<file path="config.mk">
export PLATFORM = sky130hd
export DESIGN_NAME = profile_piecewise_resampler_unit
export DESIGN_NICKNAME = d
export VERILOG_FILES = /design/src/rtl/ppr_pkg.sv /design/src/rtl/ppr_datapath.sv /design/src/rtl/ppr_control.sv /design/src/rtl/profile_piecewise_resampler_unit.sv
export SDC_FILE = /design/constraint.sdc
export NUM_CORES = 1
export LEC_CHECK = 0
export ABC_CLOCK_PERIOD_IN_PS = 5380
export BUFFER_PORTS_ARGS = -buffer_cell sky130_fd_sc_hd__buf_2
export CELL_PAD_IN_SITES_DETAIL_PLACEMENT = 0
export CELL_PAD_IN_SITES_GLOBAL_PLACEMENT = 1
export CORE_ASPECT_RATIO = 0.8
export CORE_MARGIN = 2
export CORE_UTILIZATION = 40
export DETAILED_ROUTE_END_ITERATION = 16
export GPL_TIMING_DRIVEN = 0
export MAX_ROUTING_LAYER = met4
export PLACE_DENSITY_LB_ADDON = 0.1
export SLEW_MARGIN = 25
export SYNTH_ARGS = -nofsm -noshare
export SYNTH_HDL_FRONTEND = slang
export SYNTH_SLANG_ARGS = --single-unit
</file>
<file path="constraint.sdc">
create_clock -name clk -period 5.38 [get_ports clk]
set_input_delay 0.269 -clock clk [delete_from_list [all_inputs] [get_ports clk]]
set_output_delay 0.269 -clock clk [all_outputs]
set_load 0.1 [all_outputs]
</file>
<file path="src/rtl/ppr_pkg.sv">
// ----------------------------------------------------------------------------
// Profile resampler package
// Shared constants, status codes and the controller/datapath command types.
// ----------------------------------------------------------------------------
package ppr_pkg;

  localparam int RAW_BITS = 13;
  localparam int OUT_BITS = 16;
  localparam int CNT_BITS = 17;
  localparam int BIN_BITS = 7;
  localparam int DEF_MAX_RAW = 4096;
  localparam int DEF_VALUE_BITS = 32;
  localparam int DEF_MAX_BIN = 62;
  localparam int POINT_BITS = 32;

  localparam logic [1:0] REG_RAW_COUNT = 2'd0;
  localparam logic [1:0] REG_OUT_COUNT = 2'd1;
  localparam logic [1:0] REG_INTERP_MODE = 2'd2;

  localparam logic [1:0] ST_OK = 2'd0;
  localparam logic [1:0] ST_FALLING = 2'd1;
  localparam logic [1:0] ST_BAD_SIZE = 2'd2;

  typedef struct packed {
    logic restart;
    logic size_start;
    logic size_step;
    logic take_sample;
    logic div_start;
    logic div_step;
    logic seg_init;
    logic emit_seg;
    logic emit_stair;
    logic emit_last;
    logic emit_bad;
    logic show_seg;
    logic show_stair;
    logic show_last;
    logic finish;
  } ppr_cmd_t;

  typedef struct packed {
    logic size_done;
    logic sizes_ok;
    logic div_done;
    logic seg_more;
    logic seg_final;
    logic stair_more;
    logic stair_final;
    logic last;
    logic first;
    logic linear;
  } ppr_stat_t;

endpackage

</file>
<file path="src/rtl/ppr_datapath.sv">
// ----------------------------------------------------------------------------
// Profile resampler datapath
// Size check divider, slope divider, bin spreading and point generation.
// ----------------------------------------------------------------------------
module ppr_datapath #(
  parameter int MAX_RAW = ppr_pkg::DEF_MAX_RAW,
  parameter int VALUE_BITS = ppr_pkg::DEF_VALUE_BITS,
  parameter int MAX_BIN = ppr_pkg::DEF_MAX_BIN
) (
  input  logic clk,
  input  logic rst,
  input  logic cfg_write,
  input  logic [1:0] cfg_index,
  input  logic [15:0] cfg_data,
  input  logic [31:0] sample_value,
  input  ppr_pkg::ppr_cmd_t cmd,
  output ppr_pkg::ppr_stat_t stat,
  output logic [31:0] res_value,
  output logic [15:0] res_index,
  output logic res_done,
  output logic [1:0] res_status
);
  import ppr_pkg::*;

  localparam int DIV_BITS = VALUE_BITS + 16;
  localparam int DC_BITS = $clog2(DIV_BITS + 1);

  logic [RAW_BITS-1:0] raw_count;
  logic [OUT_BITS-1:0] out_count;
  logic interp_mode;

  // Base bin and spare count, found by restoring division.
  logic [OUT_BITS-1:0] q_reg;
  logic [RAW_BITS:0] r_reg;
  logic [4:0] sz_cnt;
  logic [OUT_BITS-1:0] base;
  logic [RAW_BITS-1:0] spare_total;
  logic sizes_ok;
  logic [RAW_BITS:0] r_shift;
  logic [RAW_BITS+1:0] r_try;

  logic [RAW_BITS-1:0] sample_index;
  logic [VALUE_BITS-1:0] previous_sample;
  logic [CNT_BITS-1:0] emitted_count;
  logic [RAW_BITS:0] spread_acc;
  logic [RAW_BITS-1:0] spares_left;
  logic [BIN_BITS-1:0] previous_bin;

  logic [VALUE_BITS-1:0] x;
  logic [VALUE_BITS-1:0] y1;
  logic [BIN_BITS-1:0] seg_count;
  logic [BIN_BITS-1:0] xi;
  logic [1:0] seg_status;
  logic [DIV_BITS-1:0] dividend;
  logic [DIV_BITS-1:0] quot;
  logic [BIN_BITS:0] rem;
  logic [DC_BITS-1:0] div_cnt;
  logic [BIN_BITS+1:0] rem_try;
  logic [BIN_BITS:0] rem_shift;
  logic [DIV_BITS-1:0] acc;

  logic [RAW_BITS:0] acc_sum;
  logic take_spare;
  logic [BIN_BITS-1:0] bin_next;
  logic [VALUE_BITS-1:0] x_in;

  assign x_in = VALUE_BITS'(sample_value);
  assign r_shift = {r_reg[RAW_BITS-1:0], q_reg[OUT_BITS-1]};
  assign r_try = {1'b0, r_shift} - {2'b00, raw_count};
  assign rem_shift = {rem[BIN_BITS-1:0], dividend[DIV_BITS-1]};
  assign rem_try = {1'b0, rem_shift} - {2'b00, seg_count};

  assign acc_sum = spread_acc + {1'b0, spare_total};
  assign take_spare = (spares_left > RAW_BITS'(1)) && (acc_sum >= {1'b0, raw_count});
  assign bin_next = BIN_BITS'(base) + BIN_BITS'(take_spare);

  assign stat.size_done = (sz_cnt == 5'd16);
  assign stat.sizes_ok = sizes_ok;
  assign stat.div_done = (div_cnt == DC_BITS'(DIV_BITS));
  assign stat.seg_more = (xi < seg_count) &&
    !((sample_index != '0) && (emitted_count >= {1'b0, out_count}));
  assign stat.seg_final = (xi + BIN_BITS'(1) == seg_count) ||
    ((sample_index != '0) && (emitted_count + CNT_BITS'(1) >= {1'b0, out_count}));
  assign stat.stair_more = ({9'd0, xi} < base);
  assign stat.stair_final = ({9'd0, xi} + 16'd1 == base);
  assign stat.last = ({1'b0, sample_index} + 14'd1 >= {1'b0, raw_count});
  assign stat.first = (sample_index == '0);
  assign stat.linear = !interp_mode;

  always_ff @(posedge clk) begin
    if (rst) begin
      raw_count <= RAW_BITS'(2);
      out_count <= OUT_BITS'(2);
      interp_mode <= 1'b0;
      sz_cnt <= 5'd0;
      sizes_ok <= 1'b0;
      sample_index <= '0;
      previous_sample <= '0;
      emitted_count <= '0;
      spread_acc <= '0;
      previous_bin <= '0;
      div_cnt <= '0;
    end else begin
      if (cfg_write) begin
        unique case (cfg_index)
          REG_RAW_COUNT: raw_count <= cfg_data[RAW_BITS-1:0];
          REG_OUT_COUNT: out_count <= cfg_data;
          REG_INTERP_MODE: interp_mode <= cfg_data[0];
          default: ;
        endcase
      end
      if (cmd.size_start) begin
        q_reg <= out_count;
        r_reg <= '0;
        sz_cnt <= 5'd0;
      end else if (cmd.size_step) begin
        if (!r_try[RAW_BITS+1]) begin
          r_reg <= r_try[RAW_BITS:0];
          q_reg <= {q_reg[OUT_BITS-2:0], 1'b1};
        end else begin
          r_reg <= r_shift;
          q_reg <= {q_reg[OUT_BITS-2:0], 1'b0};
        end
        sz_cnt <= sz_cnt + 5'd1;
        if (sz_cnt == 5'd15) begin
          sizes_ok <= (raw_count >= RAW_BITS'(2)) &&
            ({4'd0, raw_count} <= 17'(MAX_RAW)) && (out_count >= {3'd0, raw_count}) &&
            ({q_reg[OUT_BITS-2:0], !r_try[RAW_BITS+1]} <= OUT_BITS'(MAX_BIN));
        end
      end
      if (cmd.restart) begin
        sample_index <= '0;
        previous_sample <= '0;
        emitted_count <= '0;
        spread_acc <= '0;
        previous_bin <= '0;
        spares_left <= spare_total;
      end
      if (cmd.take_sample) begin
        x <= x_in;
        xi <= '0;
        seg_status <= ST_OK;
        if (!interp_mode) begin
          if (sample_index == '0) begin
            y1 <= '0;
            seg_count <= bin_next;
            previous_bin <= bin_next;
            spread_acc <= take_spare ? acc_sum - {1'b0, raw_count} :
              (spares_left > RAW_BITS'(1) ? acc_sum : spread_acc);
            if (take_spare) spares_left <= spares_left - RAW_BITS'(1);
          end else begin
            y1 <= previous_sample;
            seg_count <= previous_bin;
            if (x_in < previous_sample) seg_status <= ST_FALLING;
          end
        end
      end
      if (cmd.div_start) begin
        dividend <= (x > y1) ? DIV_BITS'(x - y1) << 16 : '0;
        rem <= '0;
        div_cnt <= '0;
      end else if (cmd.div_step) begin
        if (!rem_try[BIN_BITS+1]) begin
          rem <= rem_try[BIN_BITS:0];
          dividend <= {dividend[DIV_BITS-2:0], 1'b1};
        end else begin
          rem <= rem_shift;
          dividend <= {dividend[DIV_BITS-2:0], 1'b0};
        end
        div_cnt <= div_cnt + DC_BITS'(1);
      end
      if (cmd.seg_init) begin
        quot <= dividend;
        acc <= {y1, 16'd0};
      end
      if (cmd.emit_seg) begin
        acc <= acc + quot;
        xi <= xi + BIN_BITS'(1);
        emitted_count <= emitted_count + CNT_BITS'(1);
      end
      if (cmd.emit_stair) begin
        xi <= xi + BIN_BITS'(1);
        emitted_count <= emitted_count + CNT_BITS'(1);
      end
      if (cmd.emit_last) begin
        emitted_count <= emitted_count + CNT_BITS'(1);
      end
      if (cmd.finish && !stat.last) begin
        previous_sample <= x;
        sample_index <= sample_index + RAW_BITS'(1);
        if (!interp_mode && sample_index != '0) begin
          previous_bin <= bin_next;
          spread_acc <= take_spare ? acc_sum - {1'b0, raw_count} :
            (spares_left > RAW_BITS'(1) ? acc_sum : spread_acc);
          if (take_spare) spares_left <= spares_left - RAW_BITS'(1);
        end
      end
    end
  end

  always_ff @(posedge clk) begin
    if (sz_cnt == 5'd16) begin
      base <= q_reg;
      spare_total <= r_reg[RAW_BITS-1:0];
    end
  end

  always_comb begin
    res_value = '0;
    res_done = 1'b0;
    res_status = ST_OK;
    if (cmd.emit_bad) begin
      res_status = ST_BAD_SIZE;
    end else if (cmd.show_seg) begin
      res_value = 32'(acc[DIV_BITS-1:16]);
      res_status = seg_status;
    end else if (cmd.show_stair) begin
      res_value = 32'(x);
    end else if (cmd.show_last) begin
      res_value = 32'(x);
      res_done = 1'b1;
      res_status = seg_status;
    end
  end
  assign res_index = cmd.emit_bad ? 16'd0 : emitted_count[15:0];

endmodule

</file>
<file path="src/rtl/ppr_control.sv">
// ----------------------------------------------------------------------------
// Profile resampler controller
// Sequences size checking, sample intake, slope division and point output.
// ----------------------------------------------------------------------------
module ppr_control (
  input  logic clk,
  input  logic rst,
  input  logic cfg_write,
  input  logic sample_valid,
  output logic sample_ready,
  output logic point_valid,
  input  logic point_ready,
  output logic point_last,
  input  ppr_pkg::ppr_stat_t stat,
  output ppr_pkg::ppr_cmd_t cmd
);
  import ppr_pkg::*;

  typedef enum logic [3:0] {
    S_SIZE_START, S_SIZE, S_RESTART, S_IDLE, S_DIV_START, S_DIV, S_SEG_INIT,
    S_SEG, S_STAIR, S_LAST, S_BAD, S_FINISH
  } state_t;

  state_t state;
  logic fire;

  assign sample_ready = (state == S_IDLE) && !cfg_write;
  assign fire = point_valid && point_ready;

  always_comb begin
    cmd = '0;
    point_valid = 1'b0;
    point_last = 1'b0;
    unique case (state)
      S_SIZE_START: cmd.size_start = 1'b1;
      S_SIZE: cmd.size_step = !stat.size_done;
      S_RESTART: cmd.restart = 1'b1;
      S_IDLE: cmd.take_sample = sample_valid && stat.sizes_ok && !cfg_write;
      S_DIV_START: cmd.div_start = 1'b1;
      S_DIV: cmd.div_step = !stat.div_done;
      S_SEG_INIT: cmd.seg_init = 1'b1;
      S_SEG: begin
        point_valid = stat.seg_more;
        cmd.show_seg = 1'b1;
        cmd.emit_seg = fire;
        point_last = stat.seg_final && !stat.last;
      end
      S_STAIR: begin
        point_valid = stat.stair_more;
        cmd.show_stair = 1'b1;
        cmd.emit_stair = fire;
        point_last = stat.stair_final && !stat.last;
      end
      S_LAST: begin
        point_valid = 1'b1;
        point_last = 1'b1;
        cmd.show_last = 1'b1;
        cmd.emit_last = fire;
      end
      S_BAD: begin
        point_valid = 1'b1;
        point_last = 1'b1;
        cmd.emit_bad = 1'b1;
      end
      S_FINISH: begin
        cmd.finish = 1'b1;
        cmd.restart = stat.last;
      end
      default: ;
    endcase
  end

  always_ff @(posedge clk) begin
    if (rst) begin
      state <= S_SIZE_START;
    end else if (cfg_write) begin
      state <= S_SIZE_START;
    end else begin
      unique case (state)
        S_SIZE_START: state <= S_SIZE;
        S_SIZE: if (stat.size_done) state <= S_RESTART;
        S_RESTART: state <= S_IDLE;
        S_IDLE: begin
          if (sample_valid) begin
            if (!stat.sizes_ok) state <= S_BAD;
            else if (stat.linear) state <= S_DIV_START;
            else state <= S_STAIR;
          end
        end
        S_DIV_START: state <= S_DIV;
        S_DIV: if (stat.div_done) state <= S_SEG_INIT;
        S_SEG_INIT: state <= S_SEG;
        S_SEG: begin
          if (!stat.seg_more) state <= stat.last ? S_LAST : S_FINISH;
        end
        S_STAIR: begin
          if (!stat.stair_more) state <= stat.last ? S_LAST : S_FINISH;
        end
        S_LAST: if (fire) state <= S_FINISH;
        S_BAD: if (fire) state <= S_IDLE;
        S_FINISH: state <= S_IDLE;
        default: state <= S_IDLE;
      endcase
    end
  end

endmodule

</file>
<file path="src/rtl/profile_piecewise_resampler_unit.sv">
// ----------------------------------------------------------------------------
// Profile piecewise resampler
// In linear mode a request passes through intake, a bit-serial slope divider
// of VALUE_BITS + 16 steps and point output at one point per cycle while
// ready_out is high, with hand-offs between them. In staircase mode it skips
// the divider and repeats the sample value for base bin points. The last
// sample of a profile adds one point. After reset and after each register
// write the block runs a divider that finds the base bin before it accepts a
// request.
// ----------------------------------------------------------------------------
module profile_piecewise_resampler_unit #(
  parameter int MAX_RAW = ppr_pkg::DEF_MAX_RAW,
  parameter int VALUE_BITS = ppr_pkg::DEF_VALUE_BITS,
  parameter int MAX_BIN = ppr_pkg::DEF_MAX_BIN
) (
  input  logic clk,
  input  logic rst,
  input  logic cfg_write,
  input  logic [1:0] cfg_index,
  input  logic [15:0] cfg_data,
  input  logic valid_in,
  output logic ready_in,
  input  logic [31:0] sample_value,
  output logic valid_out,
  input  logic ready_out,
  output logic [31:0] point_value,
  output logic [15:0] point_index,
  output logic run_last,
  output logic profile_done,
  output logic [1:0] status
);
  import ppr_pkg::*;

  ppr_cmd_t cmd;
  ppr_stat_t stat;
  logic last_flag;
  logic valid_c;
  logic [31:0] value_c;
  logic [15:0] index_c;
  logic done_c;
  logic [1:0] status_c;

  ppr_control u_control (
    .clk(clk), .rst(rst), .cfg_write(cfg_write), .sample_valid(valid_in),
    .sample_ready(ready_in), .point_valid(valid_c), .point_ready(ready_out),
    .point_last(last_flag), .stat(stat), .cmd(cmd)
  );

  ppr_datapath #(.MAX_RAW(MAX_RAW), .VALUE_BITS(VALUE_BITS), .MAX_BIN(MAX_BIN)) u_datapath (
    .clk(clk), .rst(rst), .cfg_write(cfg_write), .cfg_index(cfg_index),
    .cfg_data(cfg_data), .sample_value(sample_value), .cmd(cmd), .stat(stat),
    .res_value(value_c), .res_index(index_c), .res_done(done_c), .res_status(status_c)
  );

  assign valid_out = valid_c;
  assign point_value = value_c;
  assign point_index = index_c;
  assign profile_done = done_c;
  assign status = status_c;
  assign run_last = last_flag;

endmodule
</file>
==> flow_summary.toml <==
[sta]
hold_violations = 0
fin_skew_ns = 0.02465
period_minus_slack_ns = 5.079
tightest_slew_ns = 1.106
grt_setup_unrepaired = "false"
relSlewSlack_pct = 26.26
drv_slew = 0
finalSetupViolCount = 0
max_freq_mhz = 196.9
finalCritPeriodShare_pct = 94.41

[clock_tree]
numCtsBuffers = 50
clock_latency_ns = 0.61
htree_levels = 2
cts_tree = "built"
clock_path_buffers = 3
clockRootBuffer = "clkbuf_16"
clk_pin_slew_ns = 0.06
cts.sinks = 430

[min_path]
hp-class = "primary input to flop"
hold_depth = 4
worstHoldEndpoint = "u_datapath.raw_count[0]"
min_from = "cfg_index[0]"

[floorplanning]
dieArea_um2 = 67450
num_rows = 83
die_y_um = 232.7
start_util_pct = 40.61
ios = 109
die_w_um = 289.9
core_area_um2 = 64390

[cells_and_area]
top_regs = "u_datapath.acc (48), u_datapath.dividend (48), u_datapath.quot (48)"
fin_util_pct = 47.10
drive_gt1_share_pct = 10.25
area_growth_pct = 15.96
layout.nets = 3166

[global_route]
grt_max_degree = 24
antenna_found_initial = 1
grt_pass1_wl_um = 123500
grtUsageTotal_pct = 24.55
overflow = 0
grt_pass1_vias = 20240

[routing]
drt_iter0_drc = 2044
detail_route.wl_per_cell_um = 21.53
drc = 0
wl_um = 80870
via_per_inst = 5.592
vias = 21010
drtPass1Iterations = 5
drtAntennaViolNets = 0

[critical_path]
timing.rr.start = "u_datapath.spare_total[0]"
reg2reg_depth = 20
startpoint_type = "flop"
r2r_setup_slack_ns = 0.30
path_class = "flop to flop"
cp-end-kind = "flop"
worstPathMaxFanout = 5
cpMostUsedCell = "ha_1"
slowest_delay_ns = 0.40
arrival_ns = 5.40
critical-path-top-delay-family = "compound AO/OA/AOI/OAI gates"
path_cells = "ha_1, fa_1, a21o_1, a21oi_1, o21ai_0, a31oi_1, nor2b_1, o21a_1, nor2_1, xnor2_1, ha_1, nand4_1, o21ai_0, a21oi_2, a21oi_2, ha_1, ha_1, nand3_1, xnor2_1, o21ai_0"
r2r_end = "u_datapath.seg_count[6]"
critPathRequiredTime_ns = 5.70
worst_path_max_delay_cell = "fa_1"
path_buf_inv = 0

[place]
numPortBuffers = 107
gp_congestion = 0.9093
hpwl_um = 61830

[power_and_ir_drop]
p_total_mw = 7.830
power_leakage_nw = 12.26
p_per_area_nw_per_um2 = 258.2
ir_worst_vdd_uv = 230.2

[synthesis]
ys_seq_area_share_pct = 44.44
ys_seq_elements = 430
synthDistinctLibCells = 91
synth_top_area_cell = "edfxtp_1"
synth_nets = 2935
ys_top_cells_by_area = "edfxtp_1 (35%), ha_1 (12%), dfxtp_1 (9.9%)"
ys_warn_count = 0
synthCells = 2633
syn-cell-area_um2 = 26150
synth_top_area_share_pct = 34.56
async_reset_ff_share_pct = 0
ys.flop_type = "edfxtp_1"
syn_area_per_cell_um2 = 9.932
synth_edf_count = 301

[status]
status = "finished clean"

[run]
max_cap_violations = 0
area by class of cell:
class	instances	area, µm²
fill	6086	34060
multi-input combinational	1938	13610
inverter	166	623.1
clock buffer	61	1344
buffer	99	422.9
tap	850	1064
antenna	1	2.502
sequential	430	11620
timing repair buffer	179	1349
clock inverter	33	290.3
through the flow:
stage                     worst slack [ns]  setup TNS (ns)  cells  cell area [µm²]  hold slack (ns)
after floorplan                    0.08926               0   2633            26170           0.3679
after global placement              -3.638         -318.27   3590            27770           0.4293
after detailed placement            0.1383               0   3612            28180           0.4271
after CTS                          0.07824               0   3754            30290          0.03618
after global routing               0.01889               0   3756            30320          0.07112
final                               0.3009               0   3757            30320          0.06564
worst max path at each step:
stage                               startpoint  cells after the start  slack, ns                      end
global route         u_datapath.spare_total[0]                     20       0.02  u_datapath.seg_count[6]
finish               u_datapath.spare_total[0]                     20       0.30  u_datapath.seg_count[6]
floorplan                 u_datapath.sz_cnt[0]                      9       0.09       u_control.state[1]
detailed placement   u_datapath.spare_total[0]                     20       0.14  u_datapath.seg_count[6]
CTS                  u_datapath.spare_total[0]                     20       0.08  u_datapath.seg_count[6]
global placement    u_datapath.sample_index[0]                      9      -3.64        u_datapath.acc[7]
worst register-to-register path, stage by stage (launching register included):
cell and delay [ns]:
edfxtp_1 0.39, ha_1 0.22, fa_1 0.40, a21o_1 0.20, a21oi_1 0.29, o21ai_0 0.15
a31oi_1 0.29, nor2b_1 0.08, o21a_1 0.20, nor2_1 0.12, xnor2_1 0.11, ha_1 0.37
nand4_1 0.12, o21ai_0 0.24, a21oi_2 0.12, a21oi_2 0.40, ha_1 0.30, ha_1 0.23
nand3_1 0.11, xnor2_1 0.31, o21ai_0 0.14
cell families (layout without fill, tap and decap cells):
group,Yosys count,count (layout),synth area share [%]
adder cells (fa/ha/maj),247,247,11.99
XOR/XNOR,164,164,5.493
flip-flops,430,430,44.44
buffers and inverters,265,538,3.995
other,0,1,0
AO/OA/AOI/OAI,713,713,18.22
multiplexers,39,39,1.569
AND/OR/NAND/NOR,775,775,14.29
layer usage:
metal  wire length [µm]  vias up  track usage, %
li1                   -    10140               -
met1              41020    10180           36.37
met2              33480      608           35.29
met3               4991       81           3.840
met4               1386        0           4.899
met5                  0        -               -
cell usage in the layout, fill, tap and decap left out, drive strengths merged, types with 23 or more instances in the layout:
| cell type | count |
|---|---|
| nand3 | 72 |
| and3 | 30 |
| ha | 241 |
| a21o | 105 |
| buf | 148 |
| nor2b | 39 |
| a21oi | 163 |
| nor2 | 204 |
| edfxtp | 301 |
| a211oi | 26 |
| nor3 | 53 |
| a31oi | 65 |
| xor2 | 64 |
| clkbuf | 143 |
| a22o | 37 |
| inv | 169 |
| dlygate4sd3 | 48 |
| mux2i | 23 |
| and2 | 26 |
| nand2 | 224 |
| dfxtp | 129 |
| a22oi | 39 |
| nand4 | 31 |
| xnor2 | 100 |
| o21ai | 155 |
| nor4 | 25 |
power breakdown:
part           total [mW]  switching, mW  internal, mW
combinational       0.713          0.439         0.274
clock                3.47           1.50          1.97
sequential           3.65         0.0548          3.59
total                7.83           1.99          5.84
synth_stat cells (5+ instances only):
cell type	instances
and3_1	30
a21o_1	105
mux2i_1	23
nor3_1	53
a22oi_1	39
xor2_1	64
o21ai_1	8
a21oi_1	160
ha_1	241
clkbuf_1	81
buf_2	9
or2_2	7
o21ai_0	147
a31o_2	6
nand4_1	30
and2_1	26
a22o_1	37
mux2_2	16
a211o_1	7
inv_1	165
nor3b_1	13
or3_1	9
nand2_1	224
nand2b_1	20
fa_1	6
dfxtp_1	129
o21bai_1	21
nor2b_1	39
nand3_1	72
a31oi_1	64
nor2_1	203
nor4_1	20
o211ai_1	12
o21a_1	19
edfxtp_1	301
a41oi_1	5
o221a_1	5
xnor2_1	100
a211oi_1	24
what timing repair did:
action / CTS / global route
buffers inserted: 0 / 2
resized for setup: 0 / 1
endpoints found under the hold margin: 62 / 0
setup endpoints to repair: 0 / 17
hold buffers: 48 / 0
Power figures use the tool's default switching activity.
